--- config.mk ---
export PLATFORM = sky130hd
export DESIGN_NAME = clfol_cordic_cell
export DESIGN_NICKNAME = d
export VERILOG_FILES = /design/src/hdl/clfol_pkg.sv /design/src/hdl/clfol_cordic_cell.sv
export SDC_FILE = /design/constraint.sdc
export NUM_CORES = 1
export LEC_CHECK = 0
export BUFFER_PORTS_ARGS = -buffer_cell sky130_fd_sc_hd__buf_4
export CORE_MARGIN = 4
export CORE_UTILIZATION = 35
export DETAILED_ROUTE_END_ITERATION = 10
export PLACE_DENSITY = 0.63
export SYNTH_ARGS = -nofsm -noshare
export SYNTH_HDL_FRONTEND = slang
export SYNTH_SLANG_ARGS = --single-unit
export TNS_END_PERCENT = 100
--- constraint.sdc ---
create_clock -name clock -period 15.3 [get_ports clock]
set_clock_uncertainty 0.2 [all_clocks]
set_input_delay 1.53 -clock clock [delete_from_list [all_inputs] [get_ports clock]]
set_output_delay 1.53 -clock clock [all_outputs]
set_load 0.1 [all_outputs]
--- src/hdl/clfol_pkg.sv ---
`default_nettype none

package clfol_pkg;

   localparam int CORDIC_STAGES  = 16;
   localparam int GAIN_FRAC_BITS = 8;
   localparam int LOG_TERMS      = 20;

   // datapath widths
   localparam int CW        = 36;                  // cordic x / y
   localparam int ZW        = 26;                  // angle, 1/32768 degree
   localparam int EXP_SHIFT = 8 + GAIN_FRAC_BITS;
   localparam int QW        = 47 - EXP_SHIFT;      // exponent argument, Q24 log2
   localparam int NW        = QW - 24;             // integer part of exponent
   localparam int DB_SHIFT  = 48 - GAIN_FRAC_BITS;
   localparam int GDW       = 59 - DB_SHIFT;       // rounded gain magnitude
   localparam int FW        = GDW + 2;             // gain before clipping

   localparam logic [29:0] DB_TO_LOG2 = 30'd713378626;
   localparam logic [29:0] INV_GAIN   = 30'd652032875;
   localparam logic [26:0] LOG2_TO_DB = 27'd101008905;

   localparam logic signed [CW-1:0] ONE_Q30 = CW'(64'sd1073741824);
   localparam logic signed [ZW-1:0] DEG90   = ZW'(32'sd2949120);
   localparam logic signed [ZW-1:0] DEG180  = ZW'(32'sd5898240);
   localparam logic signed [ZW:0]   PH_HALF = (ZW+1)'(32'sd23040);
   localparam logic signed [ZW:0]   PH_FULL = (ZW+1)'(32'sd46080);
   localparam logic signed [15:0]   GAIN_MAX = 16'sh7fff;
   localparam logic signed [15:0]   GAIN_MIN = 16'sh8000;

   typedef struct packed {
      logic [31:0]        frequency_code;
      logic               last_point;
      logic               big;
      logic signed [15:0] gain;
      logic signed [15:0] phase_w;
   } common_type;

   typedef struct packed {
      common_type    c;
      logic [24:0]   g;
      logic [31:0]   v;
      logic [NW-1:0] n;
   } exp_type;

   typedef struct packed {
      common_type           c;
      logic                 zero;
      logic signed [CW-1:0] x;
      logic signed [CW-1:0] y;
      logic signed [ZW-1:0] z;
   } cordic_type;

   typedef struct packed {
      common_type           c;
      logic                 nonpos;
      logic signed [ZW-1:0] argw;
      logic [4:0]           p;
      logic [32:0]          f;
      logic [24:0]          acc;
   } log_type;

   typedef struct packed {
      common_type           c;
      logic                 nonpos;
      logic signed [31:0]   l2;
      logic                 l2_neg;
      logic [30:0]          l2_mag;
      logic [57:0]          prod;
      logic [GDW-1:0]       gd_mag;
      logic signed [FW-1:0] gfin;
      logic                 ph_neg;
      logic [ZW:0]          ph_mag;
      logic signed [ZW:0]   ph;
   } tail_type;

   typedef struct packed {
      logic [31:0]        frequency_out;
      logic signed [15:0] closed_gain_db;
      logic signed [15:0] closed_phase;
      logic               saturated;
      logic               last_out;
   } result_type;

   // log2(1 + 2^-i) in Q24
   function automatic logic [24:0] log_tab(input logic [4:0] idx);
      case (idx)
         5'd1:    return 25'd9814042;
         5'd2:    return 25'd5401057;
         5'd3:    return 25'd2850868;
         5'd4:    return 25'd1467383;
         5'd5:    return 25'd744810;
         5'd6:    return 25'd375270;
         5'd7:    return 25'd188362;
         5'd8:    return 25'd94364;
         5'd9:    return 25'd47228;
         5'd10:   return 25'd23626;
         5'd11:   return 25'd11816;
         5'd12:   return 25'd5909;
         5'd13:   return 25'd2954;
         5'd14:   return 25'd1477;
         5'd15:   return 25'd739;
         5'd16:   return 25'd369;
         5'd17:   return 25'd185;
         5'd18:   return 25'd92;
         5'd19:   return 25'd46;
         5'd20:   return 25'd23;
         default: return 25'd0;
      endcase
   endfunction

   // atan(2^-i) in 1/32768 degree
   function automatic logic signed [ZW-1:0] atan_tab(input logic [4:0] idx);
      case (idx)
         5'd0:    return ZW'(32'sd1474560);
         5'd1:    return ZW'(32'sd870484);
         5'd2:    return ZW'(32'sd459940);
         5'd3:    return ZW'(32'sd233473);
         5'd4:    return ZW'(32'sd117189);
         5'd5:    return ZW'(32'sd58652);
         5'd6:    return ZW'(32'sd29333);
         5'd7:    return ZW'(32'sd14667);
         5'd8:    return ZW'(32'sd7334);
         5'd9:    return ZW'(32'sd3667);
         5'd10:   return ZW'(32'sd1833);
         5'd11:   return ZW'(32'sd917);
         5'd12:   return ZW'(32'sd458);
         5'd13:   return ZW'(32'sd229);
         5'd14:   return ZW'(32'sd115);
         5'd15:   return ZW'(32'sd57);
         5'd16:   return ZW'(32'sd29);
         5'd17:   return ZW'(32'sd14);
         5'd18:   return ZW'(32'sd7);
         5'd19:   return ZW'(32'sd4);
         5'd20:   return ZW'(32'sd2);
         5'd21:   return ZW'(32'sd1);
         default: return ZW'(32'sd0);
      endcase
   endfunction

endpackage

`default_nettype wire

--- src/hdl/clfol_cordic_cell.sv ---
`default_nettype none

// one micro-rotation, rotation or vectoring mode
module clfol_cordic_cell (
   input  wire logic                  clock,
   input  wire logic                  reset,
   input  wire logic                  adv,
   input  wire logic [4:0]            stage_idx,
   input  wire logic                  vector_mode,
   input  wire logic                  up_valid,
   input  wire clfol_pkg::cordic_type up_data,
   output logic                       dn_valid,
   output clfol_pkg::cordic_type      dn_data
);

   logic                            valid_ff;
   clfol_pkg::cordic_type           data_ff;
   clfol_pkg::cordic_type           data_in;
   logic signed [clfol_pkg::CW-1:0] xs;
   logic signed [clfol_pkg::CW-1:0] ys;
   logic signed [clfol_pkg::ZW-1:0] ang;
   logic                            dir;

   always_comb begin
      xs      = up_data.x >>> stage_idx;
      ys      = up_data.y >>> stage_idx;
      ang     = clfol_pkg::atan_tab(stage_idx);
      // vectoring drives y toward zero, rotation drives z toward zero
      dir     = vector_mode ? !(up_data.y > 0) : !up_data.z[clfol_pkg::ZW-1];
      data_in = up_data;
      if (dir) begin
         data_in.x = up_data.x - ys;
         data_in.y = up_data.y + xs;
         data_in.z = up_data.z - ang;
      end else begin
         data_in.x = up_data.x + ys;
         data_in.y = up_data.y - xs;
         data_in.z = up_data.z + ang;
      end
   end

   always_ff @(posedge clock) begin
      if (reset) begin
         valid_ff <= 1'b0;
      end else if (adv) begin
         valid_ff <= up_valid;
      end
   end

   always_ff @(posedge clock) begin
      if (adv) begin
         data_ff <= data_in;
      end
   end

   assign dn_valid = valid_ff;
   assign dn_data  = data_ff;

endmodule

`default_nettype wire

==> results.txt <==
synth warn: 0
CTS Sinks: 166
I/O Buffers: 340
GR Overflow Total: 0
layout cells sized above 1: 0.272
Skew-Pair Late Insertion Delay: 470 ps
multi-input logic area: 11700 µm²
Tmin final: 8350 ps
crit path max fanout: 69
largest net degree at the start of global routing: 74
Hold Crit Class: reg -> reg
CP arrival: 8360 ps
initial DRC count: 1638
IO Count: 341
Tcrit/Tclk final: 0.546
H-Tree Depth: 4
Crit path required time: 15310 ps
vias in the first global route: 15800
Placer Congestion: 1.01
WL final: 68700 µm
Synth Flop Type: edfxtp_1
total track usage: 0.249
Synth Net Count: 2042
Syn Area/Cell: 9.89 µm²
slowest stage cell on the critical path: buf_4
Final #Nets: 2324
run status: complete, no violations
DRC: 0
measured slew at the worst slew-check pin: 1090 ps
Final Hold Vio Count: 0
fillcell total: 4814
full die area: 53300 µm²
core area: 49100 µm²
first-pass GRT wire length: 101000 µm
EDFF count, synth: 165
CP Capture Type: flip-flop
Initial Utilization: 0.355
WP buf/inv: 3
CP startpoint kind: primary input
Synth Instances: 1759
HPWL Detailed: 53100 µm
max incr delay on CP: 890 ps
Seq/Total Area, Yosys: 0.286
register area: 4970 µm²
Area growth, synth to finish: 20.8%
Inserted Clock Buffers: 17
Post-CTS Setup Repair Bufs: 0
Min Hold Slack: 311 ps
wire per inst: 25.3 µm
clock root buffer: clkbuf_16
WS Path Type: in -> reg
Cell Area, Synth: 17400 µm²
initial antenna violation count: 0
fin. max-slew vios: 0
Via Count: 16300
maxcap violations: 0
die span in x: 231 µm
final setup violation count: 0
top cell family by delay on the critical path: compound AO/OA/AOI/OAI gates
P per Cell Area: 136 nW/µm²
# rows: 81
RSZ-0062 raised after global routing: false
Area after DPL: 20400 µm²
# diodes: 0
post_cts resized: 0
FFs w/ async S/R, synth: 0
DRT antenna net count: 0
Max-slew headroom: 0.271
setup TNS: 0 ps
Die H: 231 µm
Yosys reg bits: 166
1st-pass router iterations: 7
hold_buf cts: 0
Yosys cell types: 102
Max Fclk: 120 MHz
clock transition at the registers of the reported paths: 70 ps
Peak VDD IR: 0.0971 mV
standby leakage power: 8.59 nW
Final Instance Area: 21000 µm²
critical path, cell by cell: buf_6, buf_4, mux2i_1, o22ai_1, a221oi_1, o221a_2, ha_1, inv_1, nor3_1, nor3b_1, a31oi_1, xnor2_1, ha_1, a211oi_1, o21ai_0, a221oi_1, o221a_2, a21o_1, a31oi_1, a221o_1, o21ai_0, xnor2_1
number of vias per cell: 5.98
clock buffer depth: 2
CTS tree: built
[Yosys cell counts, types with 11 or more instances]
library cell,number,area [µm²]
nor2_1,126,473
ha_1,105,1310
mux4_2,79,1780
nand2b_1,30,188
and2_1,11,68.8
mux2i_1,79,791
a211oi_1,16,120
clkbuf_1,43,161
nand3_1,28,140
nor3_1,29,145
xnor2_1,109,955
inv_1,50,188
o21ai_0,76,380
o21a_1,16,120
xor2_1,62,543
o22ai_1,30,188
o31ai_1,11,82.6
nand2_1,121,454
edfxtp_1,165,4950
buf_2,22,110
a21o_1,45,338
a21oi_1,146,731
a31oi_1,30,188
o21bai_1,12,90.1
nor2b_1,17,106
mux2_2,47,529
[sequential cells by signal (all words and copies together), names as in the netlist]
signal / flops
dn_valid: 1
dn_data: 165
[metrics by stage]
step	power (mW)	util	setup slack [ps]	cells
final	2.86	0.428	6950	2717
after global routing	2.99	0.428	6330	2717
after CTS	2.87	0.428	7120	2717
after detailed placement	2.43	0.417	6600	2686
after global placement	2.43	0.417	6670	2686
after floorplan	2.02	-	8250	1759
[area by class of cell]
class,count,share of cell area
Multi-Input combinational cell,1447,0.559
Sequential cell,166,0.237
Timing Repair Buffer,357,0.128
Tap cell,664,0.0396
Clock buffer,18,0.0204
Inverter,52,0.00929
Clock inverter,13,0.00661
[placed cells by master, fill, tap and decap left out, types with 17 or more instances in the layout]
cell type and count:
ha_1 105, o21ai_0 76, nand2_1 121, nor2_1 125, inv_1 50, xor2_1 62, mux4_2 79, o22ai_1 30
a31oi_1 30, clkbuf_16 17, nand3_1 28, mux2_2 47, edfxtp_1 165, mux2i_1 79, xnor2_1 109, a21o_1 45
nor3_1 29, nand2b_1 30, a21oi_1 146, buf_4 355
[metal layers]
layer,global-route usage,part of all wire
met1,0.331,0.42
met2,0.395,0.46
met3,0.0561,0.085
met4,0.101,0.036
met5,0,0
[report_power, final]
group / internal (mW) / switching (mW)
registers: 0.641 / 0.0294
clock network: 0.228 / 0.197
logic: 0.494 / 1.27
total: 1.36 / 1.50
[cells by family (layout without fill, tap and decap cells)]
group / count (synthesis) / count (layout) / share of synthesized area
XOR/XNOR: 171 / 171 / 0.0861
adder cells (fa/ha/maj): 108 / 108 / 0.0790
buffers and inverters: 146 / 440 / 0.0391
AND/OR/NAND/NOR: 441 / 441 / 0.128
AO/OA/AOI/OAI: 518 / 518 / 0.200
flip-flops: 166 / 166 / 0.286
multiplexers: 209 / 209 / 0.182
[path summary, 6_finish.rpt]
| check | cells past startpoint | slack, ps | to | start |
|---|---|---|---|---|
| max | 22 | 6950 | dn_data[61] | stage_idx[0] |
| min | 2 | 310 | dn_valid | dn_valid |
| max reg2reg | 2 | 14510 | dn_valid | dn_valid |
| min reg2reg | 2 | 310 | dn_valid | dn_valid |
[worst register-to-register path, delay by kind of cell (launching register included)]
family	cells	cell delay, ps
simple gates	1	50
mux	1	120
flops	1	310
Note: power is estimated with default switching activity, not from simulation.
