**src/hdl/clfol_pkg.sv**
```systemverilog
`default_nettype none

package clfol_pkg;

   localparam int CORDIC_STAGES  = 16;
   localparam int GAIN_FRAC_BITS = 8;
   localparam int LOG_TERMS      = 20;

   // datapath widths
   localparam int CW        = 36;                  // cordic x / y
   localparam int ZW        = 26;                  // angle, 1/32768 degree
   localparam int EXP_SHIFT = 8 + GAIN_FRAC_BITS;
   localparam int QW        = 47 - EXP_SHIFT;      // exponent argument, Q24 log2
   localparam int NW        = QW - 24;             // integer part of exponent
   localparam int DB_SHIFT  = 48 - GAIN_FRAC_BITS;
   localparam int GDW       = 59 - DB_SHIFT;       // rounded gain magnitude
   localparam int FW        = GDW + 2;             // gain before clipping

   localparam logic [29:0] DB_TO_LOG2 = 30'd713378626;
   localparam logic [29:0] INV_GAIN   = 30'd652032875;
   localparam logic [26:0] LOG2_TO_DB = 27'd101008905;

   localparam logic signed [CW-1:0] ONE_Q30 = CW'(64'sd1073741824);
   localparam logic signed [ZW-1:0] DEG90   = ZW'(32'sd2949120);
   localparam logic signed [ZW-1:0] DEG180  = ZW'(32'sd5898240);
   localparam logic signed [ZW:0]   PH_HALF = (ZW+1)'(32'sd23040);
   localparam logic signed [ZW:0]   PH_FULL = (ZW+1)'(32'sd46080);
   localparam logic signed [15:0]   GAIN_MAX = 16'sh7fff;
   localparam logic signed [15:0]   GAIN_MIN = 16'sh8000;

   typedef struct packed {
      logic [31:0]        frequency_code;
      logic               last_point;
      logic               big;
      logic signed [15:0] gain;
      logic signed [15:0] phase_w;
   } common_type;

   typedef struct packed {
      common_type    c;
      logic [24:0]   g;
      logic [31:0]   v;
      logic [NW-1:0] n;
   } exp_type;

   typedef struct packed {
      common_type           c;
      logic                 zero;
      logic signed [CW-1:0] x;
      logic signed [CW-1:0] y;
      logic signed [ZW-1:0] z;
   } cordic_type;

   typedef struct packed {
      common_type           c;
      logic                 nonpos;
      logic signed [ZW-1:0] argw;
      logic [4:0]           p;
      logic [32:0]          f;
      logic [24:0]          acc;
   } log_type;

   typedef struct packed {
      common_type           c;
      logic                 nonpos;
      logic signed [31:0]   l2;
      logic                 l2_neg;
      logic [30:0]          l2_mag;
      logic [57:0]          prod;
      logic [GDW-1:0]       gd_mag;
      logic signed [FW-1:0] gfin;
      logic                 ph_neg;
      logic [ZW:0]          ph_mag;
      logic signed [ZW:0]   ph;
   } tail_type;

   typedef struct packed {
      logic [31:0]        frequency_out;
      logic signed [15:0] closed_gain_db;
      logic signed [15:0] closed_phase;
      logic               saturated;
      logic               last_out;
   } result_type;

   // log2(1 + 2^-i) in Q24
   function automatic logic [24:0] log_tab(input logic [4:0] idx);
      case (idx)
         5'd1:    return 25'd9814042;
         5'd2:    return 25'd5401057;
         5'd3:    return 25'd2850868;
         5'd4:    return 25'd1467383;
         5'd5:    return 25'd744810;
         5'd6:    return 25'd375270;
         5'd7:    return 25'd188362;
         5'd8:    return 25'd94364;
         5'd9:    return 25'd47228;
         5'd10:   return 25'd23626;
         5'd11:   return 25'd11816;
         5'd12:   return 25'd5909;
         5'd13:   return 25'd2954;
         5'd14:   return 25'd1477;
         5'd15:   return 25'd739;
         5'd16:   return 25'd369;
         5'd17:   return 25'd185;
         5'd18:   return 25'd92;
         5'd19:   return 25'd46;
         5'd20:   return 25'd23;
         default: return 25'd0;
      endcase
   endfunction

   // atan(2^-i) in 1/32768 degree
   function automatic logic signed [ZW-1:0] atan_tab(input logic [4:0] idx);
      case (idx)
         5'd0:    return ZW'(32'sd1474560);
         5'd1:    return ZW'(32'sd870484);
         5'd2:    return ZW'(32'sd459940);
         5'd3:    return ZW'(32'sd233473);
         5'd4:    return ZW'(32'sd117189);
         5'd5:    return ZW'(32'sd58652);
         5'd6:    return ZW'(32'sd29333);
         5'd7:    return ZW'(32'sd14667);
         5'd8:    return ZW'(32'sd7334);
         5'd9:    return ZW'(32'sd3667);
         5'd10:   return ZW'(32'sd1833);
         5'd11:   return ZW'(32'sd917);
         5'd12:   return ZW'(32'sd458);
         5'd13:   return ZW'(32'sd229);
         5'd14:   return ZW'(32'sd115);
         5'd15:   return ZW'(32'sd57);
         5'd16:   return ZW'(32'sd29);
         5'd17:   return ZW'(32'sd14);
         5'd18:   return ZW'(32'sd7);
         5'd19:   return ZW'(32'sd4);
         5'd20:   return ZW'(32'sd2);
         5'd21:   return ZW'(32'sd1);
         default: return ZW'(32'sd0);
      endcase
   endfunction

endpackage

`default_nettype wire

```
**src/hdl/clfol_log_cell.sv**
```systemverilog
`default_nettype none

// one term of the bit-serial logarithm
module clfol_log_cell (
   input  wire logic               clock,
   input  wire logic               reset,
   input  wire logic               adv,
   input  wire logic [4:0]         stage_idx,
   input  wire logic               up_valid,
   input  wire clfol_pkg::log_type up_data,
   output logic                    dn_valid,
   output clfol_pkg::log_type      dn_data
);

   logic               valid_ff;
   clfol_pkg::log_type data_ff;
   clfol_pkg::log_type data_in;
   logic [32:0]        t;

   always_comb begin
      t       = up_data.f + (up_data.f >> stage_idx);
      data_in = up_data;
      if (t <= 33'h080000000) begin
         data_in.f   = t;
         data_in.acc = up_data.acc + clfol_pkg::log_tab(stage_idx);
      end
   end

   always_ff @(posedge clock) begin
      if (reset) begin
         valid_ff <= 1'b0;
      end else if (adv) begin
         valid_ff <= up_valid;
      end
   end

   always_ff @(posedge clock) begin
      if (adv) begin
         data_ff <= data_in;
      end
   end

   assign dn_valid = valid_ff;
   assign dn_data  = data_ff;

endmodule

`default_nettype wire

```
**config.mk**
```make
export PLATFORM = sky130hd
export DESIGN_NAME = clfol_log_cell
export DESIGN_NICKNAME = d
export VERILOG_FILES = /design/src/hdl/clfol_pkg.sv /design/src/hdl/clfol_log_cell.sv
export SDC_FILE = /design/constraint.sdc
export NUM_CORES = 1
export LEC_CHECK = 0
export BUFFER_PORTS_ARGS = -buffer_cell sky130_fd_sc_hd__buf_2
export CORE_MARGIN = 2
export CORE_UTILIZATION = 25
export DETAILED_ROUTE_END_ITERATION = 12
export PLACE_DENSITY_LB_ADDON = 0.08
export SETUP_SLACK_MARGIN = 0.4
export SLEW_MARGIN = 20
export SYNTH_ARGS = -nofsm -noshare
export SYNTH_HDL_FRONTEND = slang
export SYNTH_SLANG_ARGS = --single-unit
```
**constraint.sdc**
```tcl
create_clock -name clock -period 7 [get_ports clock]
set_input_delay 1.05 -clock clock [delete_from_list [all_inputs] [get_ports clock]]
set_output_delay 1.05 -clock clock [all_outputs]
set_load 0.05 [all_outputs]
```
==> metrics, run 1 <==
outcome completed; clock slew at reported path FFs 0.07 ns; Die Y 213 um; Overflow after GRT 0; via count 9616; Max Used Layer met4; Synth Register Bits 157; mean post-synth cell area 10.1 um^2; most frequent cell after synthesis edfxtp_1; share of layout cells above drive strength 1 0.326; Starting Density 0.253; CTS max path bufs 2; Slew @ Worst Pin 0.916 ns; first-pass GRT wire length 55600 um; total wire length 37500 um; largest net degree at the start of global routing 87; CP Data Arrival Time 6.37 ns; crit-path max FO 23; 1st-iter DRT viols 576; Logic pwr share 0.367; clk_lat worst skew 0.48 ns; register area share after synthesis 0.433; routed length per instance 18.9 um; EDFF count, synth 156; reg2reg start dn_valid; minimum clock period 6.14 ns; area delta synth->final 27.0%; Diodes inserted 0; drt via density 4.85; H-tree depth 4; CTS tree yes; RSZ-0062 raised after global routing false; Worst Setup Path Type input pin to register; I/O Buffers 321; synth top area cells edfxtp_1, ha_1, nand2_1, a21oi_1, mux4_2; most frequent cells after synthesis edfxtp_1, nand2_1, a21oi_1, nor2_1, ha_1; Root Buffer clkbuf_16; post-CTS sizing 0; mapped cell area 0.0109 mm^2; total CTS buffers 17; setup ws final 0.861 ns; initial antenna violation count 0; DRC Markers 0; Worst Hold End dn_valid; Sequential Power Share 0.353; filler instances 4556; Synth warnings 0; Hold Startpoint dn_valid; DP Area 0.0132 mm^2; Yosys top cell area share 0.431; endpoints failing setup 0; Layout Nets 1616; Chip Width 213 um; Startpoint Class input pin; ys async rst share 0; Post-DRT Antenna Nets 0; Post-CTS Setup Inserts 0; VDD IR max 154 uV; met3 wire len 1450 um; CP max stage cell or4_1; worst path cell trace clkbuf_4 -> buf_4 -> mux2i_1 -> mux2i_1 -> mux4_2 -> mux2_2 -> ha_1 -> nand2_1 -> o21ai_0 -> nand4_2 -> a2111oi_1 -> nor2_1 -> xnor2_1 -> or4_1 -> nor4_4 -> a21oi_4 -> buf_4 -> mux2_2; Static Leak 5.86 nW; CP top delay family multiplexers; IO Pins 322; Clock power frac 0.279; M1 wire length 16600 um; dominant synthesized flop cell edfxtp_1; post-synthesis cell type count 74; clock skew 0 ns; Yosys top cell by area edfxtp_1; Max-Cap Viols 0; Max Slew Vio Count 0; row count 76; Max Fclk 163 MHz; Met2 Routed Length 18700 um; R2R setup slack 6.41 ns; worst reg2reg path endpoint dn_valid; Post-Synthesis Cells 1074; Layout Cell Area excl Fill 0.0138 mm^2; internal power 2.02 mW; Sw Ratio 0.389; DP HPWL 29300 um; Worst Path Buf+Inv 3; # clock sinks 157; CP required 7.23 ns; pwr dens 240 mW/mm^2; Hold Path Cell Cnt 2; final number of hold-violating endpoints 0; Max stage delay on crit path 0.54 ns; setup TNS 0 ns; FF-to-FF path depth 2; vias in the first global route 9398; RD Place Congestion 0.892; Switch Pwr 1.29 mW; CP Capture Type register; Syn Nets 1304; crit share post-route 0.877; HP Class register to register; Layout Utilization 0.321; DR pass1 iterations 5; core area 0.0430 mm^2; DIE AREA 0.0452 mm^2; GRT Total Usage 0.164; Place WS 0.166 ns; slew margin rel. 0.390; hold_buf cts 0
[registers in the layout (all words and copies together), names as in the netlist]
register,count
dn_data,156
dn_valid,1
[worst min-delay path, stage by stage, from the launching register on]
cell     delay (ns)
dfxtp_1        0.33
mux2i_1        0.06
nor2_1         0.08
[through the flow]
stage / total power [mW] / hold slack (ns) / std cells
after floorplan: 2.06 / 0.733 / 1074
final: 3.31 / 0.509 / 1984
after CTS: 3.38 / 0.510 / 1984
after detailed placement: 2.42 / 0.494 / 1952
after global routing: 3.50 / 0.532 / 1984
after global placement: 2.42 / 0.474 / 1952
[worst max path at each step]
| stage | depth (start not counted) | endpoint | startpoint |
|---|---|---|---|
| 5_1_grt | 19 | dn_data[13] | stage_idx[1] |
| 3_3_place_gp | 20 | dn_data[13] | stage_idx[1] |
| 4_1_cts | 20 | dn_data[13] | stage_idx[1] |
| 6_report | 18 | dn_data[13] | stage_idx[1] |
| 3_5_place_dp | 20 | dn_data[13] | stage_idx[1] |
| 2_1_floorplan | 23 | dn_data[41] | stage_idx[0] |
[cells by family (layout without fill, tap and decap cells)]
family / count (synthesis) / in the layout / share of synthesized area
xor+xnor: 44 / 44 / 0.0361
fa+ha+maj: 65 / 65 / 0.0762
flops: 157 / 157 / 0.433
mux: 83 / 83 / 0.101
simple gates: 326 / 326 / 0.135
buf+inv: 82 / 407 / 0.0320
compound gates: 317 / 317 / 0.188
[layer usage]
layer,global-route usage,vias to the layer above
met5,0,-
met2,0.278,252
met4,0.0591,0
met3,0.0281,42
met1,0.208,4614
li1,-,4708
[layout by cell type (no fill, tap or decap), types with 17 or more instances in the layout]
cell type and instances:
a211oi_1 28, a21o_1 19, a21oi_1 90, buf_2 318, buf_4 32, clkbuf_16 17
edfxtp_1 156, ha_1 63, inv_1 20, mux2_2 24, mux2i_1 37, mux4_2 17
nand2_1 145, nor2_1 88, o21ai_0 59, o22ai_1 31, xnor2_1 20, xor2_1 23
[area by class of cell]
class	count	area, um^2	area share
multi-input combinational	835	5840	0.423
tap	585	732	0.0530
timing repair buffer	355	1900	0.137
clock buffer	18	429	0.0311
clock inverter	14	135	0.00979
inverter	20	75.1	0.00544
sequential	157	4700	0.341
[power groups by stage]
stage / clock [mW] / sequential [mW] / combinational [mW]
5_1_grt: 0.999 / 1.18 / 1.32
4_1_cts: 0.979 / 1.17 / 1.23
2_1_floorplan: 0 / 1.53 / 0.528
3_3_place_gp: 0 / 1.19 / 1.23
3_5_place_dp: 0 / 1.19 / 1.22
6_report: 0.925 / 1.17 / 1.22
(Power assumes the default switching activity.)
==> run 2, diff against run 1 <==
==> constraint.sdc (replaced) <==
create_clock -name clock -period 7 [get_ports clock]
set_input_delay 0.7 -clock clock [delete_from_list [all_inputs] [get_ports clock]]
set_output_delay 0.7 -clock clock [all_outputs]
set_load 0.05 [all_outputs]
==> run 2 against run 1 <==
Effect of this change: register-to-register slack about the same; worst hold slack worse by 0.13 ns; sequential cell count unchanged; total power rose by 0.26%; cell count shrank 0.35%; sequential power about the same; design area fell by 0.28%; clock power rose by 1%; clock skew stayed put; first-iteration DRC count up 5.0%; core utilization shrank 0.090 points; largest power group unchanged.
==> metrics, run 2 (same netlist as run 1, synthesis figures left out) <==
Chip Width 213 um (unchanged); DP Area 0.0132 mm^2 (-0.36%); Root Buffer clkbuf_16; largest net degree at the start of global routing 85 (-2.3%); reg2reg start dn_valid; clock skew 0 ns (unchanged); initial antenna violation count 1 (+1); CP required 7.22 ns (about the same); Slew @ Worst Pin 0.957 ns (+0.0418 ns); vias in the first global route 9371 (-0.29%); I/O Buffers 321 (unchanged); DP HPWL 29300 um (about the same); CTS tree yes; minimum clock period 6.09 ns (-0.0509 ns); post-CTS sizing 0 (unchanged); Layout Utilization 0.320 (-0.000902); via count 9572 (-0.46%); hold_buf cts 0 (unchanged); CP Capture Type register; total CTS buffers 17 (unchanged); leading cell types in the layout, fill and taps excluded buf_2, edfxtp_1, nand2_1, a21oi_1, nor2_1; Layout Nets 1608 (-0.50%); clk_lat worst skew 0.47 ns (about the same); Worst Setup Path Type input pin to register; clock slew at reported path FFs 0.07 ns (about the same); Finished Layout Cells 1977 (-0.35%); H-tree depth 4 (unchanged); pwr dens 241 mW/mm^2 (+0.54%); # clock sinks 157 (unchanged); # placed instances 1944 (-0.41%); FF-to-FF path depth 2 (unchanged); Static Leak 5.83 nW (-0.63%); CTS max path bufs 2 (unchanged); end of the critical path dn_data[44]; Starting Density 0.253 (unchanged); GRT Total Usage 0.164 (+0.000343); Layout Cell Area excl Fill 0.0138 mm^2 (-0.28%); HP Class input pin to register; Post-CTS Setup Inserts 0 (unchanged); Startpoint Class input pin; first-pass GRT wire length 55500 um (-0.19%); worst reg2reg path endpoint dn_valid; CP Data Arrival Time 6.31 ns (-0.06 ns); Die Y 213 um (unchanged); DRC Markers 0 (unchanged); DIE AREA 0.0452 mm^2 (unchanged); outcome completed; crit share post-route 0.870 (-0.00727); share of layout cells above drive strength 1 0.323 (-0.00316); row count 76 (unchanged); slew margin rel. 0.362 (-0.0279); RD Place Congestion 0.841 (-5.7%); DR pass1 iterations 5 (unchanged); routed length per instance 19.0 um (+0.47%); Crit. Startpoint stage_idx[1]; final number of hold-violating endpoints 0 (unchanged); Overflow after GRT 0 (unchanged); IO Pins 322 (unchanged); Max Fclk 164 MHz (+0.84%); drt via density 4.84 (-0.11%); endpoints failing setup 0 (unchanged); R2R setup slack 6.42 ns (about the same); crit-path max FO 27 (+17%); 1st-iter DRT viols 605 (+5.0%); Max Slew Vio Count 0 (unchanged); max FFs per register 156 (unchanged); VDD IR max 158 uV (+2.4%); RSZ-0062 raised after global routing false; Fin Hold WS 0.382 ns (-0.126 ns); total wire length 37500 um (+0.11%); commonest non-fill, non-tap cell in the layout buf_2; core area 0.0430 mm^2 (unchanged); area delta synth->final 26.6%; Post-DRT Antenna Nets 0 (unchanged); setup TNS 0 ns (unchanged); Max-Cap Viols 0 (unchanged); filler instances 4588 (+0.70%)
[run 2: changes by cell type in the layout (fill, tap and decap cells not counted), sizes merged]
cell,previous run,this run
inv,26,29
clkbuf,20,17
clkinvlp,1,3
buf,353,347
clkinv,6,2
diode,0,1
[run 2: per-layer routing]
| metal | GRT usage | wire [um] | vias to the layer above |
|---|---|---|---|
| met2 | 0.282 | 18700 | 248 |
| li1 | - | - | 4676 |
| met1 | 0.205 | 16500 | 4611 |
| met3 | 0.0319 | 1620 | 37 |
| met5 | 0 | 0 | - |
| met4 | 0.0569 | 661 | 0 |
[run 2: per-stage QoR]
stage / total power, mW / worst slack [ns]
6_report: 3.32 / 0.912
5_1_grt: 3.51 / 0.448
4_1_cts: 3.39 / 0.961
3_5_place_dp: 2.42 / 0.456
3_3_place_gp: 2.42 / 0.480
2_1_floorplan: 2.06 / 0.916
[run 2: worst min-delay path by stage]
stage / start / to / cells past startpoint
2_1_floorplan: dn_valid / dn_valid / 2
3_3_place_gp: dn_valid / dn_valid / 2
3_5_place_dp: dn_valid / dn_valid / 2
4_1_cts: reset / dn_valid / 2
5_1_grt: reset / dn_valid / 2
6_report: reset / dn_valid / 2
[run 2: cell type report]
type,instances,area [um^2],share of cell area
Antenna cell,1,2.50,0.000182
Clock buffer,17,425,0.0309
Clock inverter,15,150,0.0109
Inverter,20,75.1,0.00545
Multi-Input combinational cell,835,5840,0.424
Sequential cell,157,4700,0.342
Tap cell,585,732,0.0532
Timing Repair Buffer,347,1850,0.134
[run 2: where the power goes]
group          internal [mW]  total, mW  switching, mW
registers               1.15       1.17         0.0213
logic                  0.374       1.21          0.841
clock network          0.501      0.935          0.434
[run 2: critical path: stages]
cell and delay [ns]:
buf_2 0.50, buf_4 0.29, mux2i_1 0.32, mux2i_1 0.14, mux4_2 0.47, nor2_1 0.09, a21oi_1 0.08, fa_1 0.49
a211oi_1 0.27, o21bai_1 0.18, o21a_1 0.27, o21ai_0 0.44, a2111oi_0 0.19, nor3_1 0.42, nand4_1 0.22, nor4_4 0.48
a21oi_4 0.09, buf_4 0.26, mux2_4 0.35
