## config.mk

```make
export PLATFORM = sky130hd
export DESIGN_NAME = clfol_exp_cell
export DESIGN_NICKNAME = d
export VERILOG_FILES = /design/src/hdl/clfol_pkg.sv /design/src/hdl/clfol_exp_cell.sv
export SDC_FILE = /design/constraint.sdc
export NUM_CORES = 1
export LEC_CHECK = 0
export ABC_AREA = 0
export BUFFER_PORTS_ARGS = -buffer_cell sky130_fd_sc_hd__buf_2
export CORE_MARGIN = 8
export CORE_UTILIZATION = 52
export DETAILED_ROUTE_END_ITERATION = 7
export MAX_ROUTING_LAYER = met4
export PLACE_DENSITY = 0.87
export SYNTH_ARGS = -nofsm -noshare
export SYNTH_HDL_FRONTEND = slang
export SYNTH_SLANG_ARGS = --single-unit
```

## constraint.sdc

```tcl
create_clock -name clock -period 14.4 [get_ports clock]
set_input_delay 2.88 -clock clock [delete_from_list [all_inputs] [get_ports clock]]
set_output_delay 2.88 -clock clock [all_outputs]
set_load 0.05 [all_outputs]
```

## src/hdl/clfol_pkg.sv

```systemverilog
`default_nettype none

package clfol_pkg;

   localparam int CORDIC_STAGES  = 16;
   localparam int GAIN_FRAC_BITS = 8;
   localparam int LOG_TERMS      = 20;

   // datapath widths
   localparam int CW        = 36;                  // cordic x / y
   localparam int ZW        = 26;                  // angle, 1/32768 degree
   localparam int EXP_SHIFT = 8 + GAIN_FRAC_BITS;
   localparam int QW        = 47 - EXP_SHIFT;      // exponent argument, Q24 log2
   localparam int NW        = QW - 24;             // integer part of exponent
   localparam int DB_SHIFT  = 48 - GAIN_FRAC_BITS;
   localparam int GDW       = 59 - DB_SHIFT;       // rounded gain magnitude
   localparam int FW        = GDW + 2;             // gain before clipping

   localparam logic [29:0] DB_TO_LOG2 = 30'd713378626;
   localparam logic [29:0] INV_GAIN   = 30'd652032875;
   localparam logic [26:0] LOG2_TO_DB = 27'd101008905;

   localparam logic signed [CW-1:0] ONE_Q30 = CW'(64'sd1073741824);
   localparam logic signed [ZW-1:0] DEG90   = ZW'(32'sd2949120);
   localparam logic signed [ZW-1:0] DEG180  = ZW'(32'sd5898240);
   localparam logic signed [ZW:0]   PH_HALF = (ZW+1)'(32'sd23040);
   localparam logic signed [ZW:0]   PH_FULL = (ZW+1)'(32'sd46080);
   localparam logic signed [15:0]   GAIN_MAX = 16'sh7fff;
   localparam logic signed [15:0]   GAIN_MIN = 16'sh8000;

   typedef struct packed {
      logic [31:0]        frequency_code;
      logic               last_point;
      logic               big;
      logic signed [15:0] gain;
      logic signed [15:0] phase_w;
   } common_type;

   typedef struct packed {
      common_type    c;
      logic [24:0]   g;
      logic [31:0]   v;
      logic [NW-1:0] n;
   } exp_type;

   typedef struct packed {
      common_type           c;
      logic                 zero;
      logic signed [CW-1:0] x;
      logic signed [CW-1:0] y;
      logic signed [ZW-1:0] z;
   } cordic_type;

   typedef struct packed {
      common_type           c;
      logic                 nonpos;
      logic signed [ZW-1:0] argw;
      logic [4:0]           p;
      logic [32:0]          f;
      logic [24:0]          acc;
   } log_type;

   typedef struct packed {
      common_type           c;
      logic                 nonpos;
      logic signed [31:0]   l2;
      logic                 l2_neg;
      logic [30:0]          l2_mag;
      logic [57:0]          prod;
      logic [GDW-1:0]       gd_mag;
      logic signed [FW-1:0] gfin;
      logic                 ph_neg;
      logic [ZW:0]          ph_mag;
      logic signed [ZW:0]   ph;
   } tail_type;

   typedef struct packed {
      logic [31:0]        frequency_out;
      logic signed [15:0] closed_gain_db;
      logic signed [15:0] closed_phase;
      logic               saturated;
      logic               last_out;
   } result_type;

   // log2(1 + 2^-i) in Q24
   function automatic logic [24:0] log_tab(input logic [4:0] idx);
      case (idx)
         5'd1:    return 25'd9814042;
         5'd2:    return 25'd5401057;
         5'd3:    return 25'd2850868;
         5'd4:    return 25'd1467383;
         5'd5:    return 25'd744810;
         5'd6:    return 25'd375270;
         5'd7:    return 25'd188362;
         5'd8:    return 25'd94364;
         5'd9:    return 25'd47228;
         5'd10:   return 25'd23626;
         5'd11:   return 25'd11816;
         5'd12:   return 25'd5909;
         5'd13:   return 25'd2954;
         5'd14:   return 25'd1477;
         5'd15:   return 25'd739;
         5'd16:   return 25'd369;
         5'd17:   return 25'd185;
         5'd18:   return 25'd92;
         5'd19:   return 25'd46;
         5'd20:   return 25'd23;
         default: return 25'd0;
      endcase
   endfunction

   // atan(2^-i) in 1/32768 degree
   function automatic logic signed [ZW-1:0] atan_tab(input logic [4:0] idx);
      case (idx)
         5'd0:    return ZW'(32'sd1474560);
         5'd1:    return ZW'(32'sd870484);
         5'd2:    return ZW'(32'sd459940);
         5'd3:    return ZW'(32'sd233473);
         5'd4:    return ZW'(32'sd117189);
         5'd5:    return ZW'(32'sd58652);
         5'd6:    return ZW'(32'sd29333);
         5'd7:    return ZW'(32'sd14667);
         5'd8:    return ZW'(32'sd7334);
         5'd9:    return ZW'(32'sd3667);
         5'd10:   return ZW'(32'sd1833);
         5'd11:   return ZW'(32'sd917);
         5'd12:   return ZW'(32'sd458);
         5'd13:   return ZW'(32'sd229);
         5'd14:   return ZW'(32'sd115);
         5'd15:   return ZW'(32'sd57);
         5'd16:   return ZW'(32'sd29);
         5'd17:   return ZW'(32'sd14);
         5'd18:   return ZW'(32'sd7);
         5'd19:   return ZW'(32'sd4);
         5'd20:   return ZW'(32'sd2);
         5'd21:   return ZW'(32'sd1);
         default: return ZW'(32'sd0);
      endcase
   endfunction

endpackage

`default_nettype wire

```

## src/hdl/clfol_exp_cell.sv

```systemverilog
`default_nettype none

// one term of the bit-serial exponent
module clfol_exp_cell (
   input  wire logic               clock,
   input  wire logic               reset,
   input  wire logic               adv,
   input  wire logic [4:0]         stage_idx,
   input  wire logic               up_valid,
   input  wire clfol_pkg::exp_type up_data,
   output logic                    dn_valid,
   output clfol_pkg::exp_type      dn_data
);

   logic               valid_ff;
   clfol_pkg::exp_type data_ff;
   clfol_pkg::exp_type data_in;
   logic [24:0]        tab;

   always_comb begin
      tab     = clfol_pkg::log_tab(stage_idx);
      data_in = up_data;
      if (up_data.g >= tab) begin
         data_in.g = up_data.g - tab;
         data_in.v = up_data.v + (up_data.v >> stage_idx);
      end
   end

   always_ff @(posedge clock) begin
      if (reset) begin
         valid_ff <= 1'b0;
      end else if (adv) begin
         valid_ff <= up_valid;
      end
   end

   always_ff @(posedge clock) begin
      if (adv) begin
         data_ff <= data_in;
      end
   end

   assign dn_valid = valid_ff;
   assign dn_data  = data_ff;

endmodule

`default_nettype wire

```

==> key figures, run 1 <==
Worst setup path
  • Worst Setup Start Kind: input pin
  • Worst stage delay on the critical path: 0.82 ns
  • CP max stage cell: a21oi_4
  • Cell chain of the critical path: buf_2, inv_1, ha_1, nand2_1, a21oi_1, mux2_2, inv_1, ha_1, nor2b_1, o31ai_2, a211oi_2, a311oi_2, o31ai_2, a21o_2, a21oi_4, a221oi_1, a32o_1
  • CP Data Required Time: 14.57 ns
  • Crit path kind: in2reg
  • CP endpoint kind: flop
  • Cell family with most CP delay: compound AO/OA/AOI/OAI gates
  • CP Data Arrival Time: 8.25 ns
  • Worst Path Buf+Inv: 3
  • CP Max Fanout: 45

Placement
  • Port Buffers: 269
  • RD Place Congestion: 0.943
  • DP HPWL: 22800 um

Finish
  • # nets final: 1452
  • Layout cells sized above 1: 27.4%
  • Layout overhead on the synthesized area: 21.3%

Floorplan
  • Die Area: 0.0229 mm^2
  • Die Span Y: 151 um
  • Core ar.: 0.0180 mm^2
  • I/O pin count: 270
  • Initial core utilization: 53.1%
  • Cell row count: 49
  • Die width: 151 um

STA
  • Final period util: 56.1%
  • Number of max-slew violations in the final report: 0
  • Final clock skew: 0 ns
  • RSZ-0062 raised after global routing: false
  • Max Fclk: 0.124 GHz
  • Final Hold Violating Endpoints: 0
  • Final-report setup violation count: 0
  • Final Critical Period: 8.08 ns
  • Normalized max-slew margin: 31.6%
  • Worst-Margin Slew: 1.02 ns
  • Setup TNS: 0 ns

Clock network
  • Longest Clk Path Bufs: 2
  • # H-tree levels: 4
  • Worst-skew pair later-pin latency: 0.41 ns
  • Clock Pin Slew Worst Setup and Hold Paths: 0.06 ns
  • CTS hold repair buffers: 0
  • Clock Sinks: 131
  • TritonCTS Buffers: 17
  • CTS root buffer: clkbuf_16
  • CTS tree: yes
  • Postcts setup bufs: 0
  • Number of gates resized after cts: 0

Route
  • Total wire length: 29800 um
  • Detailed-route wire length per cell: 19.9 um
  • Vias: 8837
  • Vias per inst: 5.90
  • Routed Antenna Nets: 0
  • Initial DRC Count: 740
  • Remaining DRCs: 0
  • Number of iterations in the first detailed-routing pass: 8

Synth
  • Top cell type's share of synthesized area: 41.0%
  • Commonest cells in the netlist: 135 x a21oi_1, 130 x edfxtp_1, 125 x nand2_1, 103 x nor2_1, 66 x o21ai_0
  • Synth area leader: edfxtp_1
  • Synth Register Bits: 131
  • Yosys warns: 0
  • Yosys cell types: 68
  • Most common cell in the netlist: a21oi_1
  • Register area share after synthesis: 41.2%
  • Post-Syn Nets: 1215
  • Post-Synthesis Cells: 1012
  • Mapped Area: 0.00953 mm^2
  • Synth Flop Type: edfxtp_1
  • Mean Syn Cell Area: 9.42 um^2
  • Async set or reset register ratio after synthesis: 0%
  • Number of synthesized flops with an enable pin: 130
  • Main area contributors after synthesis: edfxtp_1 41%, ha_1 8.1%, a21oi_1 7.1%

Global routing
  • Grt ovf: 0
  • First-pass GRT wire length: 44600 um
  • Largest net degree at the start of global routing: 87
  • Antenna violations before repair: 4
  • Vias in the first global route: 8352
  • Total track usage: 25.7%

Pwr
  • Total chip power: 1.46 mW
  • PwrDens: 127 mW/mm^2
  • LEAKAGE: 5.02 nW
  • Worst vdd ir: 0.105 mV

Min path
  • Hold Path Class: reg2reg

Run
  • Max-cap viol count: 0

Run status
  • Status: completed
## flip-flops by register name (all words and copies together) (netlist names)
signal / count
dn_data: 130
dn_valid: 1
## layer usage
layer	GRT usage [%]	part of all wire (%)	vias to the layer above
li1	-	-	4252
met1	29.8	39	4123
met2	43.1	49	412
met3	5.35	9.1	50
met4	10.1	3.0	0
met5	-	0	-
## cells by family after synthesis
group / count (synthesis) / share of synthesized area, %
multiplexers: 51 / 7.17
XOR/XNOR: 46 / 4.23
buffers and inverters: 79 / 3.50
flip-flops: 131 / 41.2
AND/OR/NAND/NOR: 310 / 14.2
AO/OA/AOI/OAI: 331 / 21.2
adder cells (fa/ha/maj): 64 / 8.56
## worst paths after layout
| path | startpoint | to | slack, ns | depth (start not counted) |
|---|---|---|---|---|
| setup reg to reg | dn_valid$_SDFFE_PP0P_ | dn_valid$_SDFFE_PP0P_ | 13.83 | 2 |
| hold / removal | dn_valid$_SDFFE_PP0P_ | dn_valid$_SDFFE_PP0P_ | 0.49 | 2 |
| setup / recovery | stage_idx[1] | dn_data[62]$_DFFE_PP_ | 6.32 | 17 |
| hold reg to reg | dn_valid$_SDFFE_PP0P_ | dn_valid$_SDFFE_PP0P_ | 0.49 | 2 |
## layout by cell type (no fill, tap or decap), types with 24 or more instances in the layout
| cell | count |
|---|---|
| xor2_1 | 25 |
| nand2_1 | 125 |
| o21ai_0 | 66 |
| a21o_1 | 28 |
| a21oi_1 | 135 |
| edfxtp_1 | 130 |
| ha_1 | 62 |
| nor2_1 | 103 |
| buf_2 | 268 |
| mux2i_1 | 30 |
| inv_1 | 24 |
## final cells by class
type	instances	area, um^2
repair buffers	273	1380
clock inverters	15	170
diodes	6	15.0
well taps	229	287
inverters	24	90.1
multi-input cells	802	5280
flip-flops and latches	131	3920
clock buffers	17	425
fillers	1510	6400
## report_power, final
part	total (mW)	switching, mW	internal [mW]
Clock	0.442	0.182	0.260
Combinational	0.531	0.373	0.158
Sequential	0.492	0.0115	0.480
## per-stage QoR
step                util [%]  cell area [um^2]  instances  setup slack [ns]  hold slack, ns
finish                  64.4             11600       1497              6.32           0.486
floorplan                  -              9530       1012              7.31           0.733
global placement        61.0             11000       1459              6.15           0.470
global route            64.4             11600       1496              5.98           0.516
CTS                     64.3             11500       1491              6.39           0.491
detailed placement      61.0             11000       1459              5.96           0.475
## worst min-delay path: stages (launching register included)
cell and delay, ns:
dfxtp_1 0.32, mux2i_1 0.06, nor2_1 0.07
No activity file was read; power rests on OpenSTA's default activity.
==> run 2, diff against run 1 <==
--- a/config.mk
+++ b/config.mk
@@ -8,10 +8,10 @@
 export ABC_AREA = 0
 export BUFFER_PORTS_ARGS = -buffer_cell sky130_fd_sc_hd__buf_2
 export CORE_MARGIN = 8
-export CORE_UTILIZATION = 52
+export CORE_UTILIZATION = 48
 export DETAILED_ROUTE_END_ITERATION = 7
 export MAX_ROUTING_LAYER = met4
-export PLACE_DENSITY = 0.87
+export PLACE_DENSITY = 0.84
 export SYNTH_ARGS = -nofsm -noshare
 export SYNTH_HDL_FRONTEND = slang
 export SYNTH_SLANG_ARGS = --single-unit
==> constraint.sdc (replaced) <==
create_clock -name clock -period 6.9 [get_ports clock]
set_input_delay 1.38 -clock clock [delete_from_list [all_inputs] [get_ports clock]]
set_output_delay 1.38 -clock clock [all_outputs]
set_load 0.05 [all_outputs]
==> key figures, run 2 (synthesis results as in run 1) <==
STA
  • Number of max-slew violations in the final report: 0 (unchanged)
  • Final period util: 80.5%
  • Setup TNS: 0 ns (unchanged)
  • Worst-Margin Slew: 0.999 ns (-0.0240 ns)
  • Normalized max-slew margin: 33.4% (+1.8 points)
  • Fin worst setup slack: 1.34 ns (-4.98 ns)
  • Final clock skew: 0 ns (unchanged)
  • Final Hold Violating Endpoints: 0 (unchanged)
  • Max Fclk: 0.180 GHz
  • RSZ-0062 raised after global routing: false
  • Final Critical Period: 5.56 ns
  • Final-report setup violation count: 0 (unchanged)

Run status
  • Status: completed

Finish
  • # nets final: 1463 (+0.76%)
  • Commonest non-fill, non-tap cell in the layout: buf_2
  • Max reg flops: 130 (unchanged)
  • Commonest cells after routing, fill and taps aside: 268 x buf_2, 135 x a21oi_1, 130 x edfxtp_1
  • Layout cells sized above 1: 28.0% (+0.63 points)
  • Layout overhead on the synthesized area: 22.4%

Route
  • Post-Route M1 WL: 11900 um (+2.5%)
  • Vias per inst: 5.75 (-2.6%)
  • WL met3: 2890 um (+7.0%)
  • Initial DRC Count: 806 (+8.9%)
  • Remaining DRCs: 0 (unchanged)
  • Total wire length: 29600 um (-0.64%)
  • Number of iterations in the first detailed-routing pass: 5 (-3)
  • Detailed-route wire length per cell: 19.2 um (-3.5%)
  • Vias: 8865 (+0.32%)
  • Metal2 WL: 14200 um (-2.8%)
  • Routed Antenna Nets: 0 (unchanged)
  • Top layer in use: met4

Worst setup path
  • Reg2reg setup slack: 6.26 ns (-7.57 ns)
  • FF-to-FF End: dn_valid$_SDFFE_PP0P_
  • Worst Setup Start Kind: input pin
  • CP Data Required Time: 7.06 ns (-7.51 ns)
  • CP Data Arrival Time: 5.71 ns (-2.54 ns)
  • CP endpoint kind: flop
  • CP Max Fanout: 22 (-51%)
  • CP Launch Point: stage_idx[0]
  • R2r startpoint: dn_valid$_SDFFE_PP0P_
  • R2r worst-path depth: 2 (unchanged)
  • Crit path kind: in2reg

Clock network
  • Postcts setup bufs: 0 (unchanged)
  • CTS root buffer: clkbuf_16
  • CTS hold repair buffers: 0 (unchanged)
  • Clock Pin Slew Worst Setup and Hold Paths: 0.07 ns (about the same)
  • Clock Sinks: 131 (unchanged)
  • Number of gates resized after cts: 0 (unchanged)
  • Worst-skew pair later-pin latency: 0.43 ns (+0.02 ns)
  • # H-tree levels: 4 (unchanged)
  • Longest Clk Path Bufs: 2 (unchanged)
  • TritonCTS Buffers: 17 (unchanged)
  • CTS tree: yes

Pwr
  • Sequential share of power: 33.9% (+0.3 points)
  • Switch Pwr: 1.20 mW (+110%)
  • Combinational share of power: 37.1% (+0.9 points)
  • LEAKAGE: 5.06 nW (+0.80%)
  • Worst vdd ir: 0.182 mV (+72%)
  • Internal: 1.81 mW (+100%)
  • Clock power frac: 29.0% (-1.2 points)
  • Switching Fraction: 39.9% (+1.2 points)
  • PwrDens: 258 mW/mm^2 (+100%)

Floorplan
  • I/O pin count: 270 (unchanged)
  • Die Area: 0.0246 mm^2 (+7.4%)
  • Initial core utilization: 49.0% (-4.1 points)
  • Core ar.: 0.0195 mm^2 (+8.3%)
  • Cell row count: 51 (+4.1%)
  • Die Span Y: 157 um (+3.6%)
  • Die width: 157 um (+3.6%)

Placement
  • Port Buffers: 269 (unchanged)
  • RD Place Congestion: 0.944 (about the same)
  • DP HPWL: 22800 um (-0.14%)
  • Setup WS pre-CTS: 1.02 ns (-4.94 ns)

Global routing
  • Antenna violations before repair: 4 (unchanged)
  • Vias in the first global route: 8394 (+0.50%)
  • First-pass GRT wire length: 44700 um (about the same)
  • Largest net degree at the start of global routing: 83 (-4.6%)
  • Total track usage: 23.9% (-1.9 points)
  • Grt ovf: 0 (unchanged)

Min path
  • Hold wc startpoint: dn_valid$_SDFFE_PP0P_
  • Hold path endpoint: dn_valid$_SDFFE_PP0P_
  • Hold depth: 2 (unchanged)
  • Hold Path Class: reg2reg

Run
  • Max-cap viol count: 0 (unchanged)
## run 2: changes by cell type in the layout (fill, tap and decap cells not counted)
cell and change:
buf_4 +9, inv_8 +3, bufinv_16 -2, diode_2 -2
buf_12 +1, buf_6 +1, clkinv_4 -1, clkinvlp_4 +1
inv_6 -1
## run 2: worst max path at each step
stage,slack [ns],depth (start not counted),end
floorplan,1.31,19,dn_data[62]$_DFFE_PP_
global placement,1.15,18,dn_data[37]$_DFFE_PP_
detailed placement,1.02,16,dn_data[34]$_DFFE_PP_
CTS,1.48,22,dn_data[37]$_DFFE_PP_
global route,1.02,20,dn_data[33]$_DFFE_PP_
finish,1.34,22,dn_data[37]$_DFFE_PP_
## run 2: worst max-delay path: stages
cell	delay, ns
buf_2	0.39
mux2_2	0.41
o21ai_0	0.34
nor2_1	0.07
a21oi_1	0.13
buf_4	0.13
nand2_1	0.04
o21ai_0	0.16
mux2i_1	0.14
ha_1	0.25
inv_1	0.08
fa_1	0.19
nand2b_1	0.13
a21oi_1	0.12
o21ai_0	0.37
nand4_1	0.22
a31oi_1	0.33
o21ai_0	0.16
buf_4	0.18
a41oi_1	0.23
xor2_1	0.17
a21oi_1	0.09
## run 2: per-layer routing
layer / vias to the layer above / GRT usage (%)
met5: - / -
met4: 0 / 8.47
met3: 56 / 5.48
met2: 449 / 38.7
met1: 4087 / 28.8
li1: 4273 / -
## run 2: through the flow
step / hold WS (ns) / total power, mW / cells / area, um^2 / utilization [%]
2_1_floorplan: 0.733 / 1.86 / 1012 / 9530 / -
3_3_place_gp: 0.475 / 2.14 / 1506 / 11100 / 57.0
3_5_place_dp: 0.533 / 2.15 / 1506 / 11100 / 57.0
4_1_cts: 0.549 / 3.03 / 1538 / 11700 / 59.9
5_1_grt: 0.575 / 3.15 / 1542 / 11700 / 59.9
6_report: 0.549 / 3.01 / 1542 / 11700 / 59.9
## run 2: power by group through the flow
stage | Sequential [mW] | Combinational [mW] | Clock (mW)
after CTS | 1.02 | 1.11 | 0.892
final | 1.02 | 1.12 | 0.874
after floorplan | 1.39 | 0.471 | 0
after global placement | 1.04 | 1.10 | 0
after global routing | 1.03 | 1.20 | 0.917
after detailed placement | 1.04 | 1.11 | 0
## run 2: layout make-up
cell class                      instances  area [um^2]
Timing Repair Buffer                  284         1480
Fill cell                            1690         7790
Tap cell                              265          332
Clock buffer                           17          425
Inverter                               24         90.1
Multi-Input combinational cell        802         5280
Clock inverter                         15          134
Antenna cell                            4         10.0
Sequential cell                       131         3920
==> run 3, diff against run 2 <==
--- a/config.mk
+++ b/config.mk
@@ -5,13 +5,13 @@
 export SDC_FILE = /design/constraint.sdc
 export NUM_CORES = 1
 export LEC_CHECK = 0
-export ABC_AREA = 0
+export ABC_AREA = 1
 export BUFFER_PORTS_ARGS = -buffer_cell sky130_fd_sc_hd__buf_2
 export CORE_MARGIN = 8
-export CORE_UTILIZATION = 48
+export CORE_UTILIZATION = 50
 export DETAILED_ROUTE_END_ITERATION = 7
 export MAX_ROUTING_LAYER = met4
-export PLACE_DENSITY = 0.84
+export PLACE_DENSITY = 0.86
 export SYNTH_ARGS = -nofsm -noshare
 export SYNTH_HDL_FRONTEND = slang
 export SYNTH_SLANG_ARGS = --single-unit
==> constraint.sdc (replaced) <==
create_clock -name clock -period 5.1 [get_ports clock]
set_input_delay 1.02 -clock clock [delete_from_list [all_inputs] [get_ports clock]]
set_output_delay 1.02 -clock clock [all_outputs]
set_load 0.05 [all_outputs]
==> key figures, run 3 <==
Clock network
  • Postcts setup bufs: 0 (unchanged)
  • Number of gates resized after cts: 0 (unchanged)
  • CTS hold repair buffers: 0 (unchanged)
  • TritonCTS Buffers: 17 (unchanged)
  • CTS tree: yes
  • Clock Sinks: 131 (unchanged)
  • Longest Clk Path Bufs: 2 (unchanged)
  • Clock Pin Slew Worst Setup and Hold Paths: 0.07 ns (about the same)
  • # H-tree levels: 4 (unchanged)
  • CTS root buffer: clkbuf_16
  • Worst-skew pair later-pin latency: 0.43 ns (about the same)

Worst setup path
  • Critical Path Most Common Cell: nand2_1
  • Cell chain of the critical path: buf_2, inv_2, nand2_1, nand2_1, o21ai_0, or2_2, nand3_1, nand2_1, nor2_1, ha_1, nand2_1, nor2_1, inv_1, nor3_1, nand3_1, nand3_1, nand2_1, nand3_1, nand2_1
  • R2r startpoint: dn_valid$_SDFFE_PP0P_
  • CP Data Required Time: 5.28 ns (-1.78 ns)
  • FF-to-FF End: dn_valid$_SDFFE_PP0P_
  • Cell family with most CP delay: simple AND/OR/NAND/NOR gates
  • Crit path kind: in2reg
  • Worst Path Buf+Inv: 3 (-1)
  • Worst stage delay on the critical path: 0.44 ns (+0.03 ns)
  • CP Max Fanout: 19 (-14%)
  • Reg2reg setup slack: 4.48 ns (-1.78 ns)
  • CP max stage cell: nor3_1
  • CP Data Arrival Time: 4.42 ns (-1.29 ns)
  • Stages on the worst setup path: 19 (-14%)
  • CP endpoint kind: flop
  • R2r worst-path depth: 2 (unchanged)
  • Worst Setup Start Kind: input pin

Global routing
  • Grt ovf: 0 (unchanged)
  • Total track usage: 29.7% (+5.9 points)
  • Vias in the first global route: 11300 (+34%)
  • Largest net degree at the start of global routing: 68 (-18%)
  • First-pass GRT wire length: 60100 um (+35%)
  • Antenna violations before repair: 1 (-3)

Floorplan
  • Cell row count: 54 (+5.9%)
  • Die width: 163 um (+4.0%)
  • Core ar.: 0.0216 mm^2 (+11%)
  • Die Area: 0.0267 mm^2 (+8.2%)
  • Die Span Y: 163 um (+4.0%)
  • Initial core utilization: 50.3% (+1.3 points)
  • I/O pin count: 270 (unchanged)

Placement
  • RD Place Congestion: 1.09 (+15%)
  • Setup WS pre-CTS: 0.469 ns (-0.550 ns)
  • Port Buffers: 269 (unchanged)
  • DP HPWL: 32000 um (+41%)
  • Placement Cell Area: 0.0125 mm^2 (+13%)
  • Placed insts: 2130 (+41%)

STA
  • RSZ-0062 raised after global routing: false
  • Final Critical Period: 4.24 ns
  • Final period util: 83.2%
  • Final clock skew: 0 ns (unchanged)
  • Final-report setup violation count: 0 (unchanged)
  • Fin worst setup slack: 0.858 ns (-0.485 ns)
  • Final Hold Violating Endpoints: 0 (unchanged)
  • Worst-Margin Slew: 0.891 ns (-0.108 ns)
  • Number of max-slew violations in the final report: 0 (unchanged)
  • Hold WS: 0.553 ns (+0.00494 ns)
  • Normalized max-slew margin: 40.6% (+7.2 points)
  • Max Fclk: 0.236 GHz
  • Setup TNS: 0 ns (unchanged)

Finish
  • Layout cells sized above 1: 18.5% (-9.5 points)
  • Commonest cells after routing, fill and taps aside: 632 x nand2_1, 268 x buf_2, 229 x inv_1
  • Layout overhead on the synthesized area: 21.1%
  • Final core occ: 60.9% (+0.97 points)
  • Commonest non-fill, non-tap cell in the layout: nand2_1
  • # nets final: 2072 (+42%)
  • Fillers: 2060 (+22%)
  • Area of the multi-input gates: 0.00583 mm^2 (+11%)
  • Max reg flops: 130 (unchanged)
  • Fin cells: 2163 (+40%)
  • Final Instance Area: 0.0131 mm^2 (+13%)
  • Sequential cell area: 0.00392 mm^2 (unchanged)

Run
  • Max-cap viol count: 0 (unchanged)

Synth
  • Most common cell in the netlist: nand2_1
  • Post-synthesis xor/xnor area fraction: 2.10% (-2.1 points)
  • Register area share after synthesis: 36.2% (-5.0 points)
  • Synth area leader: edfxtp_1
  • Top cell type's share of synthesized area: 36.0% (-4.9 points)
  • Combinational family with the most area after synthesis: simple AND/OR/NAND/NOR gates
  • Mapped Area: 0.0108 mm^2 (+14%)
  • Post-Synthesis Cells: 1603 (+58%)
  • Synth Register Bits: 131 (unchanged)
  • Synth Area in Simple Gates: 34.9% (+21 points)
  • Post-synthesis adder-cell area fraction: 7.52% (-1.0 points)
  • Main area contributors after synthesis: edfxtp_1 36%, nand2_1 22%, inv_1 7.9%
  • Number of synthesized flops with an enable pin: 130 (unchanged)
  • Post-Syn Nets: 1806 (+49%)
  • Mux cell area share after synthesis: 0.277% (-6.9 points)
  • Commonest cells in the netlist: 632 x nand2_1, 229 x inv_1, 130 x edfxtp_1, 120 x nand3_1, 110 x nor2_1
  • Compound-cell area share of the yosys netlist: 8.97% (-12 points)
  • Mean Syn Cell Area: 6.76 um^2 (-28%)
  • Async set or reset register ratio after synthesis: 0% (unchanged)
  • Yosys cell types: 45 (-34%)
  • Synth Flop Type: edfxtp_1
  • Yosys warns: 0 (unchanged)

Pwr
  • Worst vdd ir: 0.239 mV (+32%)
  • Total chip power: 4.25 mW (+41%)
  • PwrDens: 324 mW/mm^2 (+25%)
  • LEAKAGE: 6.88 nW (+36%)

Route
  • Total wire length: 39600 um (+34%)
  • Detailed-route wire length per cell: 18.3 um (-4.6%)
  • Number of iterations in the first detailed-routing pass: 6 (+1)
  • Routed Antenna Nets: 0 (unchanged)
  • Initial DRC Count: 918 (+14%)
  • Vias: 11700 (+32%)
  • Remaining DRCs: 0 (unchanged)
  • Vias per inst: 5.40 (-6.0%)

Min path
  • Hold wc startpoint: dn_valid$_SDFFE_PP0P_
  • Hold path endpoint: dn_valid$_SDFFE_PP0P_
  • Hold Path Class: reg2reg
  • Hold depth: 2 (unchanged)

Run status
  • Status: completed
==> run 3: cell count changes after synthesis, sizes merged, moves of 21 or more <==
| cell | before | now |
|---|---|---|
| a21o | 31 | 0 |
| inv | 24 | 233 |
| nand3 | 12 | 121 |
| mux2i | 30 | 3 |
| a21oi | 136 | 56 |
| o21ai | 75 | 96 |
| nand2 | 125 | 633 |
==> run 3: where the power goes <==
group	internal (mW)	switching, mW
combinational	0.439	1.21
sequential	1.35	0.0322
clock	0.652	0.575
total	2.44	1.81
==> run 3: logic make-up after synthesis <==
group | after synthesis
buffers and inverters | 277
adder cells (fa/ha/maj) | 64
multiplexers | 3
AND/OR/NAND/NOR | 922
AO/OA/AOI/OAI | 180
flip-flops | 131
XOR/XNOR | 26
==> run 3: worst max path at each step <==
stage                             from                     to  slack, ns
after detailed placement  stage_idx[0]  dn_data[35]$_DFFE_PP_       0.47
final                     stage_idx[0]  dn_data[30]$_DFFE_PP_       0.86
after floorplan           stage_idx[1]  dn_data[59]$_DFFE_PP_       1.07
after global placement    stage_idx[0]  dn_data[35]$_DFFE_PP_       0.56
after CTS                 stage_idx[0]  dn_data[35]$_DFFE_PP_       0.91
after global routing      stage_idx[0]  dn_data[35]$_DFFE_PP_       0.59
==> run 3: routing by layer <==
layer / GRT usage, % / up-vias / part of all wire, %
li1: - / 5699 / -
met1: 35.3 / 5337 / 40
met2: 49.2 / 568 / 48
met3: 4.28 / 87 / 7.3
met4: 13.8 / 0 / 4.0
met5: - / - / 0
==> run 3: final cells by class <==
class	count	area share (%)
multi-input cells	1195	44.4
flip-flops and latches	131	29.9
repair buffers	291	11.9
inverters	233	6.66
clock buffers	17	3.24
well taps	280	2.67
clock inverters	15	1.17
diodes	1	0.0191
==> run 3: tightest hold or removal path, delay by kind of cell, from the launching register on <==
kind | cells | cell delay [ns]
muxes | 1 | 0.13
DFF | 1 | 0.32
and+or+nand+nor | 1 | 0.06
